## src/design/ile_pkg.sv

```systemverilog
package ile_pkg;

	// Payload field widths (fixed by the request and result formats)
	localparam int unsigned FUNC_W   = 3;
	localparam int unsigned VALUE_W  = 32;
	localparam int unsigned POS_W    = 6;
	localparam int unsigned STATUS_W = 2;
	localparam int unsigned COUNT_W  = 7;

	typedef enum logic [FUNC_W-1:0] {
		FN_APPEND  = 3'd0,
		FN_HEAD    = 3'd1,
		FN_READ    = 3'd2,
		FN_DELETE  = 3'd3,
		FN_REVERSE = 3'd4
	} func_t;

	typedef enum logic [STATUS_W-1:0] {
		ST_OK    = 2'd0,
		ST_RANGE = 2'd1,
		ST_FULL  = 2'd2
	} status_t;

	typedef enum logic [2:0] {
		S_IDLE,
		S_EXEC,
		S_RWAIT,
		S_DEL,
		S_FIN
	} state_t;

endpackage

```

## src/design/ile_if.sv

```systemverilog
interface ile_req_if
	import ile_pkg::*;
();
	logic                      valid;
	logic                      ready;
	logic        [FUNC_W-1:0]  func;
	logic signed [VALUE_W-1:0] value;
	logic        [POS_W-1:0]   position;

	modport source (output valid, func, value, position, input ready);
	modport sink   (input valid, func, value, position, output ready);
endinterface

interface ile_rsp_if
	import ile_pkg::*;
();
	logic                      valid;
	logic                      ready;
	logic        [STATUS_W-1:0] status;
	logic signed [VALUE_W-1:0]  read_value;
	logic        [COUNT_W-1:0]  element_count;

	modport source (output valid, status, read_value, element_count, input ready);
	modport sink   (input valid, status, read_value, element_count, output ready);
endinterface

```

## src/design/indexed_list_engine_top.sv

```systemverilog
// Channel  Dir  Payload                                   Beat
// -------  ---  ----------------------------------------  ----------------------
// req      in   func[2:0], value[31:0] s, position[5:0]   valid & ready, 1 request
// rsp      out  status[1:0], read_value[31:0] s,          valid & ready, 1 result
//               element_count[6:0]
//
// Sequence: the req beat enters EXEC; append, head insert, reverse, unused code
// and reject go on to FIN, a read goes through RWAIT, an in-range delete at p
// through DEL, moving one element per cycle (read slot i+1, write slot i in the
// next cycle). The result register loads in FIN, which then returns to IDLE.
// Reset: arst_n clears head slot, count, direction bit and control; RAM not cleared.
// Stalls: next request taken while a result waits; FIN holds only while rsp is full.
module indexed_list_engine_top
	import ile_pkg::*;
#(
	parameter int unsigned CAPACITY = 64
) (
	input  logic       clk,
	input  logic       arst_n,
	ile_req_if.sink    req,
	ile_rsp_if.source  rsp
);

	localparam int unsigned IW = $clog2(CAPACITY);      // ring slot index
	localparam int unsigned CW = $clog2(CAPACITY + 1);  // element count
	localparam int unsigned PW = (CW > POS_W) ? CW : POS_W;

	localparam logic [IW:0]   CAP_X    = (IW + 1)'(CAPACITY);
	localparam logic [IW-1:0] LAST_IDX = IW'(CAPACITY - 1);
	localparam logic [CW-1:0] CAP_CNT  = CW'(CAPACITY);

	state_t state_q, state_d;

	// List state
	logic [IW-1:0] first_q;
	logic [CW-1:0] count_q;
	logic          flip_q;

	// Latched request
	logic [FUNC_W-1:0]  func_q;
	logic [VALUE_W-1:0] value_q;
	logic [POS_W-1:0]   pos_q;

	// Pending result
	status_t            res_status_q;
	logic [VALUE_W-1:0] res_rd_q;

	// Output register
	logic               out_vld_q;
	logic [STATUS_W-1:0] out_status_q;
	logic [VALUE_W-1:0]  out_rd_q;
	logic [COUNT_W-1:0]  out_cnt_q;

	// Delete sequencer: r_q is the next logical index to read, prev_slot_q is
	// the ring slot of r_q-1, the one its data lands in.
	logic [CW-1:0] r_q;
	logic [IW-1:0] prev_slot_q;
	logic          pend_s1;
	logic [IW-1:0] wslot_s1;

	// Element RAM, one write and one read port, registered read
	logic [VALUE_W-1:0] mem [CAPACITY];
	logic [VALUE_W-1:0] rdata_s1;
	logic               re, we;
	logic [IW-1:0]      raddr, waddr;
	logic [VALUE_W-1:0] wdata;

	logic          full, in_range, del_more, out_free;
	logic [IW-1:0] append_slot, pos_slot, rev_slot, r_slot, head_slot;

	// Ring slot of logical index p (p < CAPACITY)
	function automatic logic [IW-1:0] slot_of(
		input logic [IW-1:0] first,
		input logic          flip,
		input logic [CW-1:0] p
	);
		logic [IW:0] a, b, s;
		a = {1'b0, first};
		b = {1'b0, p[IW-1:0]};
		if (!flip) begin
			s = a + b;
			if (s >= CAP_X) begin
				s = s - CAP_X;
			end
		end else begin
			s = (a >= b) ? (a - b) : (a + CAP_X - b);
		end
		return s[IW-1:0];
	endfunction

	assign full        = (count_q == CAP_CNT);
	assign in_range    = (PW'(pos_q) < PW'(count_q));
	assign del_more    = (r_q < count_q);
	assign out_free    = !out_vld_q || rsp.ready;
	assign append_slot = slot_of(first_q, flip_q, count_q);
	assign pos_slot    = slot_of(first_q, flip_q, CW'(pos_q));
	assign rev_slot    = slot_of(first_q, flip_q, count_q - CW'(1));
	assign r_slot      = slot_of(first_q, flip_q, r_q);

	// New head slot for a head insert: one step against the list direction
	always_comb begin
		if (flip_q) begin
			head_slot = (first_q == LAST_IDX) ? '0 : first_q + IW'(1);
		end else begin
			head_slot = (first_q == '0) ? LAST_IDX : first_q - IW'(1);
		end
	end

	assign req.ready         = (state_q == S_IDLE);
	assign rsp.valid         = out_vld_q;
	assign rsp.status        = out_status_q;
	assign rsp.read_value    = out_rd_q;
	assign rsp.element_count = out_cnt_q;

	always_ff @(posedge clk or negedge arst_n) begin
		if (!arst_n) begin
			state_q <= S_IDLE;
		end else begin
			state_q <= state_d;
		end
	end

	// Next state and RAM port control
	always_comb begin
		state_d = state_q;
		re      = 1'b0;
		raddr   = r_slot;
		we      = 1'b0;
		waddr   = wslot_s1;
		wdata   = rdata_s1;
		unique case (state_q)
			S_IDLE: begin
				if (req.valid) begin
					state_d = S_EXEC;
				end
			end
			S_EXEC: begin
				state_d = S_FIN;
				case (func_q)
					FN_APPEND: begin
						if (!full) begin
							we    = 1'b1;
							waddr = append_slot;
							wdata = value_q;
						end
					end
					FN_HEAD: begin
						if (!full) begin
							we    = 1'b1;
							waddr = head_slot;
							wdata = value_q;
						end
					end
					FN_READ: begin
						if (in_range) begin
							re      = 1'b1;
							raddr   = pos_slot;
							state_d = S_RWAIT;
						end
					end
					FN_DELETE: begin
						if (in_range) begin
							state_d = S_DEL;
						end
					end
					default: ;
				endcase
			end
			S_RWAIT: begin
				state_d = S_FIN;
			end
			S_DEL: begin
				re = del_more;
				we = pend_s1;
				if (!del_more && !pend_s1) begin
					state_d = S_FIN;
				end
			end
			S_FIN: begin
				if (out_free) begin
					state_d = S_IDLE;
				end
			end
			default: state_d = S_IDLE;
		endcase
	end

	always_ff @(posedge clk) begin
		if (we) begin
			mem[waddr] <= wdata;
		end
		if (re) begin
			rdata_s1 <= mem[raddr];
		end
	end

	// Request latch, sequencer addresses, pending result, output payload: no reset needed
	always_ff @(posedge clk) begin
		if (req.valid && req.ready) begin
			func_q  <= req.func;
			value_q <= req.value;
			pos_q   <= req.position;
		end
		if (state_q == S_EXEC) begin
			res_rd_q     <= '0;
			res_status_q <= ST_OK;
			r_q          <= CW'(pos_q) + CW'(1);
			prev_slot_q  <= pos_slot;
			if ((func_q == FN_APPEND || func_q == FN_HEAD) && full) begin
				res_status_q <= ST_FULL;
			end
			if ((func_q == FN_READ || func_q == FN_DELETE) && !in_range) begin
				res_status_q <= ST_RANGE;
			end
		end
		if (state_q == S_RWAIT) begin
			res_rd_q <= rdata_s1;
		end
		if (state_q == S_DEL && del_more) begin
			r_q         <= r_q + CW'(1);
			prev_slot_q <= r_slot;
			wslot_s1    <= prev_slot_q;
		end
		if (state_q == S_FIN && out_free) begin
			out_status_q <= res_status_q;
			out_rd_q     <= res_rd_q;
			out_cnt_q    <= COUNT_W'(count_q);
		end
	end

	// List state, delete pipeline valid, output valid
	always_ff @(posedge clk or negedge arst_n) begin
		if (!arst_n) begin
			first_q   <= '0;
			count_q   <= '0;
			flip_q    <= 1'b0;
			pend_s1   <= 1'b0;
			out_vld_q <= 1'b0;
		end else begin
			if (state_q == S_EXEC) begin
				case (func_q)
					FN_APPEND: begin
						if (!full) begin
							count_q <= count_q + CW'(1);
						end
					end
					FN_HEAD: begin
						if (!full) begin
							first_q <= head_slot;
							count_q <= count_q + CW'(1);
						end
					end
					FN_REVERSE: begin
						if (count_q != '0) begin
							first_q <= rev_slot;
						end
						flip_q <= !flip_q;
					end
					default: ;
				endcase
			end
			pend_s1 <= (state_q == S_DEL) && del_more;
			if (state_q == S_DEL && !del_more && !pend_s1) begin
				count_q <= count_q - CW'(1);
			end
			if (state_q == S_FIN && out_free) begin
				out_vld_q <= 1'b1;
			end else if (rsp.ready) begin
				out_vld_q <= 1'b0;
			end
		end
	end

endmodule

```

## src/flat_wrapper.sv

```systemverilog
// flat-port wrapper written by rule: the top's interface ports become plain ports
module indexed_list_engine_top_flat import ile_pkg::*;
#(
	parameter int unsigned CAPACITY = 64
)
  (clk, arst_n, req_valid, req_func, req_value, req_position, req_ready, rsp_valid, rsp_status, rsp_read_value, rsp_element_count, rsp_ready);
  ile_req_if req_i ();
  ile_rsp_if rsp_i ();
  input  logic clk;
  input  logic arst_n;
  input wire logic [$bits(req_i.valid)-1:0] req_valid;
  input wire logic [$bits(req_i.func)-1:0] req_func;
  input wire logic [$bits(req_i.value)-1:0] req_value;
  input wire logic [$bits(req_i.position)-1:0] req_position;
  output wire logic [$bits(req_i.ready)-1:0] req_ready;
  output wire logic [$bits(rsp_i.valid)-1:0] rsp_valid;
  output wire logic [$bits(rsp_i.status)-1:0] rsp_status;
  output wire logic [$bits(rsp_i.read_value)-1:0] rsp_read_value;
  output wire logic [$bits(rsp_i.element_count)-1:0] rsp_element_count;
  input wire logic [$bits(rsp_i.ready)-1:0] rsp_ready;
  assign req_i.valid = req_valid;
  assign req_i.func = req_func;
  assign req_i.value = req_value;
  assign req_i.position = req_position;
  assign req_ready = req_i.ready;
  assign rsp_valid = rsp_i.valid;
  assign rsp_status = rsp_i.status;
  assign rsp_read_value = rsp_i.read_value;
  assign rsp_element_count = rsp_i.element_count;
  assign rsp_i.ready = rsp_ready;
  indexed_list_engine_top #(.CAPACITY(CAPACITY)) u_core (.clk(clk), .arst_n(arst_n), .req(req_i), .rsp(rsp_i));
endmodule
```

## config.mk

```make
export PLATFORM = sky130hd
export DESIGN_NAME = indexed_list_engine_top_flat
export DESIGN_NICKNAME = d
export VERILOG_FILES = /design/src/design/ile_pkg.sv /design/src/design/ile_if.sv /design/src/design/indexed_list_engine_top.sv /design/src/flat_wrapper.sv
export SDC_FILE = /design/constraint.sdc
export NUM_CORES = 2
export LEC_CHECK = 0
export ABC_AREA = 1
export BUFFER_PORTS_ARGS = -buffer_cell sky130_fd_sc_hd__buf_2
export CAP_MARGIN = 20
export CELL_PAD_IN_SITES_DETAIL_PLACEMENT = 1
export CELL_PAD_IN_SITES_GLOBAL_PLACEMENT = 2
export CORE_MARGIN = 2
export CORE_UTILIZATION = 30
export CTS_CLUSTER_DIAMETER = 120
export CTS_CLUSTER_SIZE = 10
export DETAILED_ROUTE_END_ITERATION = 6
export GPL_TIMING_DRIVEN = 0
export PLACE_DENSITY_LB_ADDON = 0.15
export SLEW_MARGIN = 10
export SYNTH_ARGS = -nofsm -noshare
export SYNTH_HDL_FRONTEND = slang
export SYNTH_SLANG_ARGS = --single-unit
```

## constraint.sdc

```tcl
create_clock -name clk -period 5 [get_ports clk]
set_input_delay 0.25 -clock clk [delete_from_list [all_inputs] [get_ports clk]]
set_output_delay 0.25 -clock clk [all_outputs]
set_load 0.01 [all_outputs]
```

==> impl_results.md <==
* # setup viols final at 3
* DP Wirelength at 338,000 um
* I/O pin count at 88
* P&R area growth vs syn at 22.2%
* Max cap viols at 0
* Die height at 573 um
* DRT iter0 DRCs at 7,601
* Gate Count Post-Synth at 9,302
* Initial antenna violation count at 43
* Number of synthesized register bits at 2,234
* Setup Crit Path Kind: flop to flop
* DR vias/cell at 5.08
* Vias at 73,500
* Clk sinks at 2,234
* F_max at 197 MHz
* Actual slew at the worst max-slew pin at 1120 ps
* Nets at 10,200
* Row cnt at 209
* Setup TNS at -148 ps
* Num CTS Buffers at 245
* Placed inst area at 0.110 mm2
* Final hold vios at 0
* Setup crit start kind: flop
* Status: finished, violations left
* Post-synth EDFFs at 2,215
* Post-route DRC at 0
* Core footprint at 0.323 mm2
* Synth Area per Inst at 10.5 um2
* IO buf count at 87
* CTS tree: built
* Initial Utilization at 30.1%
* Largest net degree at the start of global routing at 33
* First-pass GRT wire length at 618,000 um
* Synth cell types at 40
* Die width at 573 um
* Worst min-delay path class: primary input to flop
* Data required, critical path at 5670 ps
* Routability Congestion at 0.894
* Max-slew violations at 0
* Max Root-Sink Buffers at 4
* Min cycle time layout at 5070 ps
* CP Capture Type: flop
* Failing checks: setup timing
* Root Buffer: clkbuf_16
* Cell Area, Synth at 0.0973 mm2
* Clock latency on the worst-skew pair at 970 ps
* Layout cells sized above 1 at 12.2%
* Final core area utilization at 36.7%
* Crit share post-route at 101%
* Worst Path Max Fanout at 10
* Yosys warns at 0
* Setup slack after layout at -69.1 ps
* Reg2reg setup slack at -70 ps
* DRT Wirelength at 460,000 um
* Sequential share of the synthesized area at 68.9%
* CP arrival at 5730 ps
* TritonRoute pass-1 iters at 6
* Clk_skew at 73.6 ps
* Routed Antenna Nets at 0
* Slew HR at 24.2%
* Gr ovfl total at 0
* Final Instance Area at 0.119 mm2
* Vias in the first global route at 72,500
* Syn_nets at 9,391
* Die area at 0.329 mm2
* Asr flop ratio synth at 0.850%
* H-tree depth at 4
* Clock Pin Slew Worst Setup and Hold Paths at 70 ps
* WL/cell at 31.8 um
* Main synth FF type: edfxtp_1
* GRT Total Usage at 27.3%
* RSZ-0062 raised after global routing: yes
-- through the flow --
step	setup slack [ps]	hold WS, ps	cells
after detailed placement	-1110	292	14000
after floorplan	-180	-45.6	9302
after global routing	-45.9	61.5	14500
final	-69.1	60.7	14500
after CTS	3.42	0.886	14400
after global placement	-10020	285	13700
-- cell usage after synthesis, types with 2 or more instances --
| library cell | instances | area share (%) |
|---|---|---|
| nor4_1 | 2 | 0.013 |
| o21ai_0 | 87 | 0.45 |
| buf_4 | 3 | 0.023 |
| o211ai_1 | 7 | 0.054 |
| nor3_1 | 9 | 0.046 |
| clkbuf_1 | 166 | 0.64 |
| a21oi_1 | 23 | 0.12 |
| a31oi_1 | 6 | 0.039 |
| buf_2 | 268 | 1.4 |
| nor2_1 | 143 | 0.55 |
| nand2_1 | 2551 | 9.8 |
| inv_1 | 1750 | 6.8 |
| nand2_2 | 4 | 0.026 |
| o21ai_2 | 2 | 0.018 |
| xnor2_1 | 7 | 0.063 |
| o221ai_1 | 3 | 0.027 |
| nand4_1 | 11 | 0.071 |
| buf_1 | 32 | 0.12 |
| fa_1 | 4 | 0.082 |
| nor2_2 | 2 | 0.013 |
| ha_1 | 40 | 0.51 |
| o21a_1 | 2 | 0.015 |
| nand3_1 | 1856 | 9.5 |
| nand3b_1 | 32 | 0.25 |
| inv_2 | 6 | 0.023 |
| edfxtp_1 | 2215 | 68 |
| dfrtp_1 | 19 | 0.49 |
| xor2_1 | 37 | 0.33 |
| o21ai_1 | 4 | 0.021 |
-- layout make-up --
class / instances / area [um2]
clock buffers: 265 / 6240
multi-input cells: 4842 / 22800
diodes: 17 / 42.5
inverters: 1757 / 6600
repair buffers: 545 / 8250
flip-flops and latches: 2234 / 67000
plain buffers: 468 / 2300
clock inverters: 12 / 224
fillers: 35400 / 205000
well taps: 4325 / 5410
-- path summary, 6_finish.rpt --
kind,depth (start not counted),endpoint,startpoint
max,13,u_core.rdata_s1[8]$_DFFE_PP_,u_core.flip_q$_DFFE_PN0P_
min,2,u_core.value_q[21]$_DFFE_PP_,req_value[21]
max reg2reg,13,u_core.rdata_s1[8]$_DFFE_PP_,u_core.flip_q$_DFFE_PN0P_
min reg2reg,0,u_core.wslot_s1[4]$_DFFE_PP_,u_core.prev_slot_q[4]$_DFFE_PP_
max in group asynchronous,4,u_core.count_q[0]$_DFFE_PN0P_,arst_n
min in group asynchronous,4,u_core.count_q[4]$_DFFE_PN0P_,arst_n
-- what timing repair did --
item,CTS,global route
pin swaps,50,8
setup endpoints to repair,2069,943
hold buffers,70,0
buffers inserted,104,25
resized for setup,113,71
hold endpoints to repair,64,0
-- per-layer routing --
metal	GRT usage [%]	wire length, um	vias up
met1	36.9	197000	38200
met5	0	27	-
met4	12.1	23200	4
met2	43.7	210000	2720
li1	-	-	31800
met3	3.76	29900	763
-- sequential cells by signal, indices dropped and copies added (netlist names), 2 cells and up --
signal / cells
u_core.mem: 2048
u_core.rdata_s1: 32
u_core.res_rd_q: 32
u_core.rsp.read_value: 32
u_core.value_q: 32
u_core.count_q: 7
u_core.r_q: 7
u_core.rsp.element_count: 7
u_core.first_q: 6
u_core.pos_q: 6
u_core.prev_slot_q: 6
u_core.wslot_s1: 6
u_core.func_q: 3
u_core.state_q: 3
u_core.res_status_q: 2
u_core.rsp.status: 2
-- kinds of logic (layout without fill, tap and decap cells) --
logic type                 count (synthesis)  after routing  share of synthesized area (%)
adders and majority gates                 44             44                          0.597
DFF                                     2234           2234                           68.9
xor gates and xnor gates                  44             44                          0.396
and+or+nand+nor                         4616           4616                           20.4
AOI/OAI and AO/OA                        138            138                          0.778
buffers and inverters                   2226           3047                           8.95
other                                      0             17                              0
-- critical path, cell delays in order, from the launching register on --
cell      delay (ps)
dfrtp_1          390
clkbuf_2         290
clkbuf_2         300
o21ai_0          290
fa_1             490
xor2_1           230
o21ai_4          480
buf_4            400
buf_2            510
nand3_1          220
nand3_1          270
nand3_1          390
nand3_2          390
nand2_1          110
-- cells in the final DEF (no fill, tap or decap), types with 4 or more instances in the layout --
| cell type | count |
|---|---|
| buf_6 | 9 |
| dfrtp_1 | 18 |
| fa_1 | 4 |
| nand3_4 | 12 |
| clkbuf_2 | 45 |
| clkbuf_1 | 139 |
| ha_1 | 40 |
| diode_2 | 17 |
| nor2_4 | 66 |
| nand3_2 | 32 |
| clkbuf_16 | 246 |
| buf_16 | 87 |
| buf_4 | 124 |
| nand3_1 | 1814 |
| inv_6 | 4 |
| dlygate4sd3_1 | 69 |
| xnor2_1 | 6 |
| xor2_1 | 36 |
| nand4_1 | 11 |
| inv_2 | 6 |
| o211ai_1 | 7 |
| buf_2 | 330 |
| buf_12 | 189 |
| buf_1 | 20 |
| o21ai_0 | 53 |
| buf_8 | 12 |
| o21ai_4 | 34 |
| inv_1 | 1750 |
| nand2_2 | 12 |
| nor2_1 | 77 |
| edfxtp_1 | 2215 |
| a21oi_1 | 23 |
| a31oi_1 | 6 |
| nand2_1 | 2543 |
| nand3b_1 | 32 |
| nor3_1 | 9 |
| clkbuf_4 | 5 |
Power is left out: the tool's default activity adds up to more than one toggle a clock period on the data nets, which glitch-free logic cannot reach.
